$ cat src/design/ssp_ctrl.sv
module ssp_ctrl #(
    parameter int NSTG = 11
) (
    input  logic            i_clk,
    input  logic            i_rst_n,
    input  logic            i_in_valid,
    input  logic            i_out_stall,
    output logic [NSTG-1:0] o_en,
    output logic            o_in_stall,
    output logic            o_out_valid
);

    logic [NSTG-1:0] r_vld;
    logic [NSTG-1:0] n_vld;
    logic [NSTG:0]   w_en;

    // A stage may load when it is empty or when the stage after it moves on.
    always_comb begin
        w_en[NSTG] = !i_out_stall;
        for (int k = NSTG - 1; k >= 0; k--) begin
            w_en[k] = !r_vld[k] || w_en[k+1];
        end
    end

    always_comb begin
        for (int k = 0; k < NSTG; k++) begin
            if (w_en[k]) begin
                n_vld[k] = (k == 0) ? i_in_valid : r_vld[(k == 0) ? 0 : k - 1];
            end else begin
                n_vld[k] = r_vld[k];
            end
        end
    end

    always_ff @(posedge i_clk) begin
        if (!i_rst_n) begin
            r_vld <= '0;
        end else begin
            r_vld <= n_vld;
        end
    end

    assign o_en        = w_en[NSTG-1:0];
    assign o_in_stall  = !w_en[0];
    assign o_out_valid = r_vld[NSTG-1];

endmodule

$ cat config.mk
export PLATFORM = sky130hd
export DESIGN_NAME = ssp_ctrl
export DESIGN_NICKNAME = d
export VERILOG_FILES = /design/src/design/ssp_ctrl.sv
export SDC_FILE = /design/constraint.sdc
export NUM_CORES = 1
export LEC_CHECK = 0
export ABC_AREA = 1
export BUFFER_PORTS_ARGS = -buffer_cell sky130_fd_sc_hd__buf_2
export CAP_MARGIN = 5
export CORE_UTILIZATION = 35
export DETAILED_ROUTE_END_ITERATION = 10
export GPL_TIMING_DRIVEN = 1
export PLACE_DENSITY = 0.7
export SYNTH_ARGS = -nofsm -noshare
export SYNTH_HDL_FRONTEND = slang
export SYNTH_SLANG_ARGS = --single-unit
$ cat constraint.sdc
create_clock -name i_clk -period 1.5 [get_ports i_clk]
set_input_delay 0.3 -clock i_clk [delete_from_list [all_inputs] [get_ports i_clk]]
set_output_delay 0.3 -clock i_clk [all_outputs]
set_load 0.02 [all_outputs]
==> results.py <==
metrics = {
    "finish": {
        "multiInputGateArea_um2": 209,
        "ff_latch_area_um2": 229,
        "area_delta_synth_final_pct": 57.3,
        "top_regs": "r_vld (11)",
        "layout.nets": 84,
        "largest_reg_flops": 11,
        "n_fill_cell": 105,
        "regMostFlops": "r_vld",
        "antenna_cells": 0,
        "drive_above_1_share_pct": 57.0,
    },
    "place": {
        "pre_cts_ws_ns": -0.0796,
        "globalplace.congestion": 0.602,
        "dpl.hpwl_um": 672,
        "port_buffers": 16,
    },
    "yosys": {
        "netlist_area_um2": 469,
        "synth_top_family_by_area": "simple AND/OR/NAND/NOR gates",
        "yosys_warnings": 0,
        "synth_area_leaders": "dfxtp_1 (47%), nand4_4 (14%), inv_1 (10%)",
        "yosys.area_share.simple_pct": 30.7,
        "synth_compound_area_share_pct": 11.2,
        "synthFlopType": "dfxtp_1",
        "avgSynthCellArea_um2": 9.58,
        "synthArstFlopShare_pct": 0,
        "syn_inst": 49,
        "synth_top_area_share_pct": 46.9,
        "synthTopCellsByCount": "inv_1 (13), dfxtp_1 (11), a21oi_1 (7)",
        "yosysTopAreaCell": "dfxtp_1",
        "synthXorXnorAreaFrac_pct": 0,
        "synth_most_common_cell": "inv_1",
        "ys_ff_latch": 11,
        "synth_edf_count": 0,
        "yosysUniqueCellTypes": 13,
        "muxShareOfSynthArea_pct": 0,
        "yosysSeqAreaShare_pct": 46.9,
        "synth_nets": 53,
        "synth_fa_ha_area_share_pct": 0,
    },
    "timing": {
        "tightest_slew_ns": 0.348,
        "clock.fmax_ghz": 0.575,
        "fin_crit_sh_pct": 116,
        "slew_viol_final": 0,
        "timing.hold.ws_ns": 0.275,
        "fin_tns_setup_ns": -1.51,
        "setup_viol": 9,
        "rsz0062_at_grt": "true",
        "period_needed_ns": 1.74,
        "slew_headroom_pct": 76.7,
        "worst_clock_skew_ns": 0.00218,
        "hold_viol": 0,
        "setup_ws_ns": -0.239,
    },
    "outcome": {
        "status": "finished, violations left",
        "violations": "setup timing",
    },
    "setup_path": {
        "crit_arrival_ns": 1.44,
        "cp-end-kind": "output pin",
        "cp_max_fo": 4,
        "reg2reg_slack_ns": 0.10,
        "cp_common_cell": "nand4_4",
        "endpoint": "o_en[0]",
        "reg2reg_to": "r_vld[1]",
        "crit_chain": "nand4_4 > nor2_4 > nand4_4 > nor2_8 > nand4_4 > buf_2",
        "r2r_cells": 8,
        "cp.required_ns": 1.20,
        "cp_slowest_stage_delay_ns": 0.36,
        "critPathTopFamily": "simple AND/OR/NAND/NOR gates",
        "crit_start": "r_vld[9]",
        "critPathBufInv": 1,
        "crit_cells": 6,
        "slowest_stage": "dfxtp_4",
        "critical_path_class": "reg2out",
        "startpoint_type": "flip-flop",
        "timing.rr.start": "r_vld[9]",
    },
    "clock_tree": {
        "insertion_delay_ns": 0.26,
        "clock_path_buffers": 2,
        "clock-sinks": 11,
        "postCtsHoldBufs": 0,
        "htree_levels": 1,
        "cts_root_buf": "clkbuf_4",
        "numCtsBuffers": 3,
        "clk_pin_slew_ns": 0.07,
        "cts_tree": "done",
    },
    "run": {
        "max-cap-violations": 0,
    },
    "hold_path": {
        "min_path_type": "in2reg",
    },
    "floorplan": {
        "die_w_um": 38.6,
        "initial_core_util_pct": 40.1,
        "die_height_um": 38.6,
        "core_um2": 1170,
        "rows": 12,
        "ios": 17,
        "die_area_um2": 1490,
    },
    "grt": {
        "antenna_found_initial": 0,
        "grt_pass1_vias": 323,
        "grt_max_degree": 12,
        "track_usage_pct": 13.9,
        "grt_pass1_wl_um": 1260,
        "grt_overflow": 0,
    },
    "drt": {
        "drc": 0,
        "totalWireLength_um": 948,
        "vias": 410,
        "ant_nets": 0,
        "dr.pass1.iters": 2,
        "detail_route.iter0.violations": 3,
        "wl_per_cell_um": 10.2,
        "via_per_inst": 4.41,
    },
    "pwr": {
        "power_uw": 513,
        "leakagePower_nw": 0.350,
        "power.density_nw_per_um2": 695,
        "vdd_drop_max_mv": 0.460,
    },
}
==> tightest hold or removal path, cell delays in order <==
cell and delay, ns:
buf_2 0.09, inv_1 0.05, a21oi_2 0.05
==> through the flow <==
stage                     utilization [%]  cell area [um^2]  cells
final                                63.0               738     93
after global routing                 63.0               738     93
after CTS                            58.8               688     90
after detailed placement             53.0               621     84
after global placement               53.0               621     84
after floorplan                         -               482     49
==> cells by family (layout without fill, tap and decap cells) <==
group,Yosys count,count (layout)
DFF,11,11
and+or+nand+nor,15,15
buffers and inverters,14,44
AOI/OAI and AO/OA,9,9
==> what timing repair did <==
item	in CTS	in global routing
setup buffers	2	3
setup endpoints to repair	9	9
endpoints found under the hold margin	0	0
resized for setup	10	8
gates cloned	0	0
==> worst min-delay path by stage <==
stage / slack, ns / endpoint / from / cells past startpoint
finish: 0.28 / r_vld[0] / i_in_valid / 3
global route: 0.27 / r_vld[0] / i_in_valid / 3
CTS: 0.27 / r_vld[0] / i_in_valid / 3
detailed placement: 0.47 / r_vld[10] / r_vld[9] / 2
global placement: 0.46 / r_vld[10] / r_vld[9] / 2
floorplan: 0.42 / r_vld[10] / i_rst_n / 2
==> layer usage <==
metal  track usage [%]  routed length, um  share of wire (%)
met1              12.1                338                 36
met2              23.8                548                 58
met3              5.20                 42                4.4
met4              12.9                 19                2.0
met5                 0                  0                  0
==> cells in the final DEF (no fill, tap or decap), types with 2 or more instances in the layout <==
master	instances
inv_1	11
buf_2	10
buf_4	9
buf_6	8
dfxtp_1	8
a21oi_1	7
nor2_1	4
nand4_4	3
clkbuf_4	3
nand2_1	2
inv_2	2
a21oi_2	2
dfxtp_4	2
==> power by group <==
part           total (mW)  leakage (nW)  switching, mW  internal, mW
registers           0.298        0.0913        0.00549         0.293
logic              0.0180         0.243         0.0106       0.00738
clock network       0.197        0.0150         0.0943         0.103
total               0.513         0.350          0.110         0.403
==> area by class of cell <==
cell class	count	area share (%)
flip-flops and latches	11	31.0
clock buffers	4	3.56
inverters	13	6.61
well taps	14	2.37
repair buffers	27	28.1
multi-input cells	24	28.3
No activity file was read; power rests on OpenSTA's default activity.
