## src/design/ssp_pkg.sv

```systemverilog
package ssp_pkg;

    // Configuration register indexes.
    localparam logic [2:0] CFG_OFFSET_LOS       = 3'd0;
    localparam logic [2:0] CFG_OFFSET_NLOS      = 3'd1;
    localparam logic [2:0] CFG_DIST_FACTOR_LOS  = 3'd2;
    localparam logic [2:0] CFG_DIST_FACTOR_NLOS = 3'd3;
    localparam logic [2:0] CFG_FREQ_FACTOR_LOS  = 3'd4;
    localparam logic [2:0] CFG_FREQ_FACTOR_NLOS = 3'd5;
    localparam logic [2:0] CFG_MIN_LOSS         = 3'd6;

    localparam int OFFSET_W = 17;
    localparam int FACTOR_W = 15;
    localparam int LOSS_W   = 16;
    localparam int FREQ_W   = 20;
    localparam int CFG_W    = 17;

    // log10(2) in Q30.
    localparam logic [28:0] LOG10_2_Q30 = 29'd323228497;

    // Coefficient set chosen by the line-of-sight flag.
    typedef struct packed {
        logic signed [OFFSET_W-1:0] off;
        logic [FACTOR_W-1:0]        df;
        logic [FACTOR_W-1:0]        ff;
    } t_coef;

    // Side data that enters with the coordinates.
    typedef struct packed {
        t_coef             coef;
        logic [FREQ_W-1:0] freq;
    } t_side;

    // Side data that travels alongside the log units.
    typedef struct packed {
        t_coef coef;
        logic  zero;
    } t_tail;

    typedef struct packed {
        logic [LOSS_W-1:0] loss;
        logic              clamped;
        logic              zero;
        logic              sat;
    } t_result;

    // Sixteen fraction bits of log2(1 + idx / 2^tb), found by repeated squaring
    // of a Q30 mantissa with truncation.
    function automatic logic [15:0] log_frac(input int unsigned idx, input int unsigned tb);
        logic [63:0] m;
        logic [15:0] f;
        int          k;
        m = ((64'd1 << tb) | 64'(idx)) << (30 - tb);
        f = '0;
        for (k = 0; k < 16; k++) begin
            m = (m * m) >> 30;
            f = {f[14:0], 1'b0};
            if (m >= 64'h0000_0000_8000_0000) begin
                f[0] = 1'b1;
                m = m >> 1;
            end
        end
        return f;
    endfunction

endpackage

```

## src/design/ssp_combine.sv

```systemverilog
module ssp_combine #(
    parameter int DOW = 22,
    parameter int FOW = 21
) (
    input  logic                  i_clk,
    input  logic [2:0]            i_en,
    input  logic [DOW-1:0]        i_log_dist,
    input  logic [FOW-1:0]        i_log_freq,
    input  ssp_pkg::t_tail        i_tail,
    input  logic [ssp_pkg::LOSS_W-1:0] i_min_loss,
    output ssp_pkg::t_result      o_result
);

    localparam int PDW = DOW + 17;
    localparam int PFW = FOW + 17;
    localparam int MW  = (PDW > PFW + 1) ? PDW : PFW + 1;
    localparam int TW  = ((MW > 34) ? MW : 34) + 2;
    localparam int RW  = TW - 17;

    logic signed [DOW:0]   w_lgd;
    logic signed [FOW:0]   w_lgf;
    logic signed [PDW-1:0] w_pd;
    logic signed [PFW-1:0] w_pf;
    logic signed [PDW-1:0] r_pd;
    logic signed [PFW-1:0] r_pf;
    logic signed [ssp_pkg::OFFSET_W-1:0] r_off;
    logic                  r_zero0;
    logic signed [TW-1:0]  w_total;
    logic signed [RW-1:0]  r_rnd;
    logic                  r_zero1;
    logic                  w_lt;
    logic                  w_gt;
    ssp_pkg::t_result      r_res;
    ssp_pkg::t_result      n_res;

    // log10 of the distance in meters is half the log of the squared
    // distance in centimeters minus two; both logs drop the unit offset here.
    assign w_lgd = $signed({1'b0, i_log_dist}) - $signed((DOW+1)'(262144));
    assign w_lgf = $signed({1'b0, i_log_freq}) - $signed((FOW+1)'(65536));
    assign w_pd  = $signed({1'b0, i_tail.coef.df}) * w_lgd;
    assign w_pf  = $signed({1'b0, i_tail.coef.ff}) * w_lgf;

    always_ff @(posedge i_clk) begin
        if (i_en[0]) begin
            r_pd    <= w_pd;
            r_pf    <= w_pf;
            r_off   <= i_tail.coef.off;
            r_zero0 <= i_tail.zero;
        end
    end

    // Sum at Q25 dB and round half up to Q8.
    assign w_total = (TW'(r_off) <<< 17) + TW'(r_pd) + (TW'(r_pf) <<< 1) + TW'(65536);

    always_ff @(posedge i_clk) begin
        if (i_en[1]) begin
            r_rnd   <= w_total[TW-1:17];
            r_zero1 <= r_zero0;
        end
    end

    assign w_lt = r_rnd < $signed({1'b0, i_min_loss});
    assign w_gt = r_rnd > 18'sd65535;

    always_comb begin
        n_res = '0;
        if (r_zero1) begin
            n_res.loss    = i_min_loss;
            n_res.clamped = 1'b1;
            n_res.zero    = 1'b1;
        end else if (w_lt) begin
            n_res.loss    = i_min_loss;
            n_res.clamped = 1'b1;
        end else if (w_gt) begin
            n_res.loss    = '1;
            n_res.sat     = 1'b1;
        end else begin
            n_res.loss    = r_rnd[ssp_pkg::LOSS_W-1:0];
        end
    end

    always_ff @(posedge i_clk) begin
        if (i_en[2]) begin
            r_res <= n_res;
        end
    end

    assign o_result = r_res;

endmodule

```

## config.mk

```make
export PLATFORM = sky130hd
export DESIGN_NAME = ssp_combine
export DESIGN_NICKNAME = d
export VERILOG_FILES = /design/src/design/ssp_pkg.sv /design/src/design/ssp_combine.sv
export SDC_FILE = /design/constraint.sdc
export NUM_CORES = 2
export LEC_CHECK = 0
export ABC_AREA = 1
export BUFFER_PORTS_ARGS = -buffer_cell sky130_fd_sc_hd__buf_2
export CORE_UTILIZATION = 46
export DETAILED_ROUTE_END_ITERATION = 10
export MAX_ROUTING_LAYER = met4
export REMOVE_ABC_BUFFERS = 1
export SLEW_MARGIN = 20
export SYNTH_ARGS = -nofsm -noshare
export SYNTH_HDL_FRONTEND = slang
export SYNTH_SLANG_ARGS = --single-unit
export TNS_END_PERCENT = 1
```

## constraint.sdc

```tcl
create_clock -name i_clk -period 17.9 [get_ports i_clk]
set_input_delay 2.685 -clock i_clk [delete_from_list [all_inputs] [get_ports i_clk]]
set_output_delay 2.685 -clock i_clk [all_outputs]
set_load 0.05 [all_outputs]
```

==> impl_metrics.ini <==
[detailed_routing]
dr_total_vias = 27310
drtIter0Drc = 1672
drtAntennaViolNets = 0
drt-wirelength-per-cell_um = 16.78
post-route-drc-count = 0
routed_wl_um = 91990
drt-pass1-iter-count = 5
via_per_inst = 4.983

[setup_path]
cp-startpoint = i_log_freq[16]
r2r_end = r_rnd[20]
timing.rr.start = r_off[16]
arrival_ps = 9630
path_class = in -> reg
r2r_slack_ps = 15100
critPathLaunchType = input pin
cp_max_fo = 15
endpoint_kind = flop
rr_worst_depth = 9
crit_required_ps = 18110

[layout]
most-common-layout-cells = inv_1, nand2_1, fa_1
fin_nets = 5546
area_growth_pct = 5.817
diodes = 0
drive_gt1_share_pct = 4.122
mostFrequentLayoutCell = inv_1

[synth]
synth_top_area_share_pct = 38.91
yosysSeqAreaShare_pct = 11.91
ys.flop_type = edfxtp_1
synth.distinct_cells = 41
synth-async-reset-ratio_pct = 0
yosysWarnings = 0
synthTopCellsByArea = fa_1, inv_1, nand2_1, edfxtp_1, ha_1
syn_area_um2 = 34780
yosys.area.top_type = fa_1
synthCells = 4453
syn_area_per_cell_um2 = 7.811
ys_ff_latch = 138
synth_edf_count = 138

[timing]
final-setup-viol-count = 0
fin_crit_sh_pct = 52.64
rsz0062_at_grt = no
worst_pin_slew_ps = 807.8
fin_skew_ps = 10.31
tns_ps = 0
finalCriticalPeriod_ps = 9423
drv_slew = 0
max_freq_mhz = 106.1
finalHoldViolations = 0
slew_headroom_pct = 46.09

[clock_tree]
cts_sinks = 138
clkLatencyLatePin_ps = 450
clock-root-buffer = clkbuf_16
cts_buffers = 17
ctsResizeCount = 0
ctsHoldBuffers = 0
postCtsSetupBuffers = 0
clk_pin_slew_ps = 60
cts_tree = yes
clock_path_buffers = 2
htree_levels = 4

[job]
cap_violations = 0

[global_route]
track_usage_pct = 25.83
grt-ovfl-total = 0
first_global_vias = 28490
grt_max_degree = 62
grt_pass1_wl_um = 151900
antenna_found_initial = 0

[status]
status = completed

[die]
core_um2 = 74570
dieHeight_um = 277.0
ios = 130
dieArea_um2 = 76720
die_w_um = 277.0
initial_core_util_pct = 46.64
rows = 100

[hold_path]
hold_class = reg -> reg
hold_start = r_zero0
hold_end = r_zero1
whs_path_depth = 0

[placement]
place.gp.congestion = 0.9624
portBuffers = 129
post-dp-hpwl_um = 79170
per-stage QoR:
stage                     setup WS, ps  cell area, um^2  cells  hold WS (ps)  utilization (%)
after global placement            8214            36250   5449         406.3            48.61
after CTS                         8531            36810   5481         424.5            49.36
after global routing              7771            36810   5481         439.2            49.36
after detailed placement          8053            36250   5449         411.0            48.61
final                             8477            36810   5481         422.0            49.36
after floorplan                   9178            34370   4349         400.3                -
flip-flops by register name (all words and copies together) (netlist names):
signal    flops
r_off        17
r_zero1       1
o_result     19
r_pf         38
r_zero0       1
r_pd         38
r_rnd        24
routing by layer:
layer  part of all wire, %  vias to the layer above  routed length (um)  GRT usage, %
met5                     0                        -                   0             -
met4                   1.6                        0                1437         4.573
li1                      -                    13010                   -             -
met2                    45                      734               41510         39.90
met1                    48                    13480               44090         37.52
met3                   5.4                       91                4952         2.219
area by class of cell:
| class | count | area, um^2 |
|---|---|---|
| clock buffer | 17 | 425.4 |
| clock inverter | 15 | 131.4 |
| fill | 7511 | 37770 |
| inverter | 1266 | 4752 |
| multi-input combinational | 2945 | 25480 |
| sequential | 138 | 4144 |
| tap | 969 | 1212 |
| timing repair buffer | 131 | 663.1 |
Yosys cell counts, types with 11 or more instances:
library cell	number
clkbuf_1	98
nand3_1	112
o21a_1	11
nor3_1	15
edfxtp_1	138
nand2_1	1207
nand4_1	29
ha_1	260
nor2_1	285
a21oi_1	126
o21bai_1	11
xor2_1	59
o21ai_0	88
inv_1	1261
fa_1	676
xnor2_1	16
cell families (layout without fill, tap and decap cells):
logic type	count (synthesis)	in the layout	share of synthesized area, %
AND/OR/NAND/NOR	1684	1684	19.22
buffers and inverters	1370	1429	14.84
adder cells (fa/ha/maj)	936	936	48.26
AO/OA/AOI/OAI	249	249	3.831
flip-flops	138	138	11.91
XOR/XNOR	76	76	1.935
how the worst max path moves through the flow:
stage                    end  slack, ps  cells past startpoint
floorplan           r_pf[29]       9180                     22
global placement    r_pf[34]       8210                     25
detailed placement  r_pf[36]       8050                     25
CTS                 r_pf[36]       8530                     25
global route        r_pf[36]       7770                     25
finish              r_pf[36]       8480                     25
critical path, cell delays in order:
cell     delay (ps)
buf_2           130
inv_1           410
nand2_1         160
nor3_2          530
inv_1           230
nor2_1          300
inv_1           110
fa_1            580
inv_1            60
fa_1            920
xnor2_1         200
o21ai_0         340
fa_1            480
fa_1            540
inv_1            50
fa_1            470
inv_1            40
ha_1            420
nand2_1         120
nor3_1          250
nand2_1         120
nor2_1          170
nand3_1         150
nand4_1         120
nand2_1          50
Power is not shown: default switching activity piles up to over one toggle a cycle in this logic, so the estimate is an artifact.
