File: src/design/ssp_pkg.sv
package ssp_pkg;

    // Configuration register indexes.
    localparam logic [2:0] CFG_OFFSET_LOS       = 3'd0;
    localparam logic [2:0] CFG_OFFSET_NLOS      = 3'd1;
    localparam logic [2:0] CFG_DIST_FACTOR_LOS  = 3'd2;
    localparam logic [2:0] CFG_DIST_FACTOR_NLOS = 3'd3;
    localparam logic [2:0] CFG_FREQ_FACTOR_LOS  = 3'd4;
    localparam logic [2:0] CFG_FREQ_FACTOR_NLOS = 3'd5;
    localparam logic [2:0] CFG_MIN_LOSS         = 3'd6;

    localparam int OFFSET_W = 17;
    localparam int FACTOR_W = 15;
    localparam int LOSS_W   = 16;
    localparam int FREQ_W   = 20;
    localparam int CFG_W    = 17;

    // log10(2) in Q30.
    localparam logic [28:0] LOG10_2_Q30 = 29'd323228497;

    // Coefficient set chosen by the line-of-sight flag.
    typedef struct packed {
        logic signed [OFFSET_W-1:0] off;
        logic [FACTOR_W-1:0]        df;
        logic [FACTOR_W-1:0]        ff;
    } t_coef;

    // Side data that enters with the coordinates.
    typedef struct packed {
        t_coef             coef;
        logic [FREQ_W-1:0] freq;
    } t_side;

    // Side data that travels alongside the log units.
    typedef struct packed {
        t_coef coef;
        logic  zero;
    } t_tail;

    typedef struct packed {
        logic [LOSS_W-1:0] loss;
        logic              clamped;
        logic              zero;
        logic              sat;
    } t_result;

    // Sixteen fraction bits of log2(1 + idx / 2^tb), found by repeated squaring
    // of a Q30 mantissa with truncation.
    function automatic logic [15:0] log_frac(input int unsigned idx, input int unsigned tb);
        logic [63:0] m;
        logic [15:0] f;
        int          k;
        m = ((64'd1 << tb) | 64'(idx)) << (30 - tb);
        f = '0;
        for (k = 0; k < 16; k++) begin
            m = (m * m) >> 30;
            f = {f[14:0], 1'b0};
            if (m >= 64'h0000_0000_8000_0000) begin
                f[0] = 1'b1;
                m = m >> 1;
            end
        end
        return f;
    endfunction

endpackage

File: src/design/ssp_dist.sv
module ssp_dist #(
    parameter int COORD_BITS = 24
) (
    input  logic                    i_clk,
    input  logic [3:0]              i_en,
    input  logic [COORD_BITS-1:0]   i_base_x,
    input  logic [COORD_BITS-1:0]   i_base_y,
    input  logic [COORD_BITS-1:0]   i_base_z,
    input  logic [COORD_BITS-1:0]   i_mobile_x,
    input  logic [COORD_BITS-1:0]   i_mobile_y,
    input  logic [COORD_BITS-1:0]   i_mobile_z,
    input  ssp_pkg::t_side          i_side,
    output logic [2*COORD_BITS+1:0] o_sum,
    output logic                    o_zero,
    output ssp_pkg::t_side          o_side
);

    localparam int DW  = COORD_BITS + 1;
    localparam int AW  = COORD_BITS;
    localparam int SQW = 2 * COORD_BITS;
    localparam int SW  = 2 * COORD_BITS + 2;

    logic [COORD_BITS-1:0] w_b [3];
    logic [COORD_BITS-1:0] w_m [3];
    logic signed [DW-1:0]  r_dx [3];
    logic [AW-1:0]         r_abs [3];
    logic [SQW-1:0]        r_sq [3];
    logic [SW-1:0]         r_sum;
    logic [SW-1:0]         w_sum;
    logic                  r_zero;
    ssp_pkg::t_side        r_side [4];

    assign w_b[0] = i_base_x;
    assign w_b[1] = i_base_y;
    assign w_b[2] = i_base_z;
    assign w_m[0] = i_mobile_x;
    assign w_m[1] = i_mobile_y;
    assign w_m[2] = i_mobile_z;

    // The difference of two coordinates never reaches the negative limit of
    // DW bits, so its magnitude fits in COORD_BITS.
    always_ff @(posedge i_clk) begin
        for (int j = 0; j < 3; j++) begin
            if (i_en[0]) begin
                r_dx[j] <= $signed({w_b[j][COORD_BITS-1], w_b[j]})
                         - $signed({w_m[j][COORD_BITS-1], w_m[j]});
            end
            if (i_en[1]) begin
                r_abs[j] <= r_dx[j][DW-1] ? AW'(-r_dx[j]) : AW'(r_dx[j]);
            end
            if (i_en[2]) begin
                r_sq[j] <= r_abs[j] * r_abs[j];
            end
        end
    end

    assign w_sum = SW'(r_sq[0]) + SW'(r_sq[1]) + SW'(r_sq[2]);

    always_ff @(posedge i_clk) begin
        if (i_en[3]) begin
            r_sum  <= w_sum;
            r_zero <= (w_sum == '0);
        end
    end

    always_ff @(posedge i_clk) begin
        if (i_en[0]) begin
            r_side[0] <= i_side;
        end
        for (int k = 1; k < 4; k++) begin
            if (i_en[k]) begin
                r_side[k] <= r_side[k-1];
            end
        end
    end

    assign o_sum  = r_sum;
    assign o_zero = r_zero;
    assign o_side = r_side[3];

endmodule

File: config.mk
export PLATFORM = sky130hd
export DESIGN_NAME = ssp_dist
export DESIGN_NICKNAME = d
export VERILOG_FILES = /design/src/design/ssp_pkg.sv /design/src/design/ssp_dist.sv
export SDC_FILE = /design/constraint.sdc
export NUM_CORES = 2
export LEC_CHECK = 0
export BUFFER_PORTS_ARGS = -buffer_cell sky130_fd_sc_hd__clkbuf_2
export CORE_ASPECT_RATIO = 0.5
export CORE_UTILIZATION = 45
export CTS_CLUSTER_DIAMETER = 80
export DETAILED_ROUTE_END_ITERATION = 6
export GPL_TIMING_DRIVEN = 0
export SETUP_SLACK_MARGIN = 0.3
export SLEW_MARGIN = 20
export SYNTH_ARGS = -nofsm -noshare
export SYNTH_HDL_FRONTEND = slang
export SYNTH_SLANG_ARGS = --single-unit
File: constraint.sdc
create_clock -name i_clk -period 8.1 [get_ports i_clk]
set_clock_uncertainty 0.15 [all_clocks]
set_input_delay 0.81 -clock i_clk [delete_from_list [all_inputs] [get_ports i_clk]]
set_output_delay 0.81 -clock i_clk [all_outputs]
set_load 0.005 [all_outputs]
==> results.md <==
- CP required: 8.37 ns
- Layout cells sized above 1: 0.1330
- Detailed Routing Iterations Pass 1: 6
- Die H: 291.6 um
- Number of global-route vias before repair: 52970
- Number of synthesized flops with an enable pin: 607
- Final Hold Vio Count: 0
- GR Overflow Total: 0
- Max-Cap Viols: 0
- Initial antenna violation count: 4
- Detail Placement HPWL: 159700 um
- Layout Utilization: 0.5216
- Final worst slack: 0.2322 ns
- Core Region: 165300 um2
- Worst Hold Slack: 0.1344 ns
- First-pass GRT wire length: 304400 um
- NumNets Final: 10030
- Most frequent cells in the layout: 1899 x inv_1, 1294 x fa_1, 623 x ha_1
- Worst skew pair latency: 0.70 ns
- Iter 0 DRT Violations: 3407
- Htree depth: 2
- Most common cell after layout, fill and taps aside: inv_1
- Yosys warns: 0
- Post-route minimum period: 7.868 ns
- WL final: 197000 um
- Die area: 169400 um2
- # DRC: 0
- Top cell type's share of synthesized area: 0.3491
- Syn Inst Count: 7199
- Crit Path Category: reg -> reg
- CTS buffer count: 59
- Syn Std Cell Area: 75460 um2
- Async set-reset flop share out of synthesis: 0
- Area leader, netlist: fa_1
- DR vias: 51170
- GRT Util Overall: 0.2369
- FF/Latch Area: 18230 um2
- Syn avg cell area: 10.48 um2
- Max clock buf depth: 3
- Largest net degree at the start of global routing: 91
- Post-synthesis sequential area ratio: 0.2416
- I/O Buffers: 333
- CTS sink count: 607
- Fillers: 14980
- Layout area overhead: 14.24%
- Least-Margin Pin Slew: 0.8566 ns
- DP Worst Slack: -1.624 ns
- Slew headroom: 0.4263
- Die width: 581.1 um
- Clk slew on worst S/H paths: 0.07 ns
- Area of the multi-input gates: 50330 um2
- Status: completed
- Crit path max fanout: 4
- Starting density of the core: 0.4566
- Setup violators final: 0
- Synthesized flop and latch total: 607
- Placer Congestion: 0.9340
- Pins over their slew limit: 0
- CP arrival: 8.14 ns
- TritonCTS clock tree: yes
- # rows: 105
- Top-level I/O count: 334
- Wire per inst: 19.53 um
- Via/cell ratio: 5.073
- Crit end category: register
- Largest cells by area after synthesis: fa_1 35%, edfxtp_1 24%, ha_1 11%
- Hold WC Path Type: in -> reg
- Post-synth top flop: edfxtp_1
- RSZ-0062 raised after global routing: true
- Clock Tree Root: clkbuf_16
- Antenna viol nets, final: 0
- Synth cell types: 89
- Setup crit start kind: register
- Max Fclk: 127.1 MHz
- Tcrit/Tclk final: 0.9713
registers in the layout (all words and copies together), names as in the netlist:
register and count:
o_sum 50, o_zero 1, r_abs 72, r_dx 75, r_side 268, r_sq 141
kinds of logic after synthesis:
logic type,Yosys count,share of synthesized area
XOR/XNOR,310,0.03608
other,1,0.00004970
buffers and inverters,2104,0.1048
AND/OR/NAND/NOR,1429,0.09194
adder cells (fa/ha/maj),1967,0.4571
multiplexers,7,0.0009783
AO/OA/AOI/OAI,774,0.06749
flip-flops,607,0.2416
cells in the mapped netlist (all sizes together) (24+ instances only):
cell type     n
o21bai       38
nand2b       34
nor3         35
clkbuf      180
xor2         78
and2        350
a21oi       226
a31oi        24
o21a         33
nor2b        36
nor2        191
fa         1316
ha          651
o31ai        30
edfxtp      607
nand4        27
inv        1921
xnor2       232
a21o        127
nand3        45
nand2       605
o21ai       151
repair_timing:
action,4_1_cts,5_1_grt
endpoints found under the setup margin,80,37
hold buffers,0,0
gates resized for setup,419,305
gates cloned,1,2
pin swaps,64,97
buffers inserted,145,95
final timing paths:
path	startpoint	to	slack (ns)	cells after the start
setup / recovery	r_abs[0][40]$_DFFE_PP_	r_sq[0][95]$_DFFE_PP_	0.23	27
hold / removal	i_side[66]	r_side[0][66]$_DFFE_PP_	0.13	1
setup reg to reg	r_abs[0][40]$_DFFE_PP_	r_sq[0][95]$_DFFE_PP_	0.23	27
hold reg to reg	r_side[1][3]$_DFFE_PP_	r_side[2][3]$_DFFE_PP_	0.26	0
through the flow:
| stage | instances | setup TNS (ns) | area (um2) |
|---|---|---|---|
| finish | 10090 | 0 | 86210 |
| global route | 10090 | 0 | 86200 |
| floorplan | 7201 | 0 | 75470 |
| global placement | 9727 | -44.29 | 79880 |
| CTS | 9989 | 0 | 84560 |
| detailed placement | 9733 | -42.43 | 80050 |
final cells by class:
class / instances / share of cell area
multi-input cells: 4490 / 0.5838
inverters: 1921 / 0.08369
plain buffers: 183 / 0.02033
clock buffers: 72 / 0.01769
well taps: 2193 / 0.03183
clock inverters: 38 / 0.005254
flip-flops and latches: 607 / 0.2114
diodes: 1 / 0.00002903
repair buffers: 582 / 0.04595
routing by layer:
metal,global-route usage,up-vias,share of wire
li1,-,23570,-
met1,0.3313,25750,0.44
met2,0.3677,1550,0.44
met3,0.05968,290,0.086
met4,0.06330,2,0.030
met5,0,-,0.000046
worst max-delay path: stages, from the launching register on:
cell	delay (ns)
edfxtp_1	0.50
buf_6	0.19
buf_4	0.16
and2_1	0.17
fa_2	0.55
fa_1	0.47
fa_1	0.50
inv_1	0.05
fa_1	0.52
inv_2	0.05
fa_1	0.47
fa_1	0.51
inv_1	0.05
fa_1	0.55
inv_2	0.06
ha_4	0.16
or3_4	0.33
or3_4	0.33
o21a_1	0.22
a21oi_4	0.19
o311ai_4	0.12
o31a_1	0.30
a21o_4	0.24
nor2_4	0.16
o31ai_4	0.08
a21oi_2	0.22
o21ai_2	0.09
xnor2_2	0.18
Power is left out: the tool's default activity adds up to more than one toggle a clock period on the data nets, which glitch-free logic cannot reach.
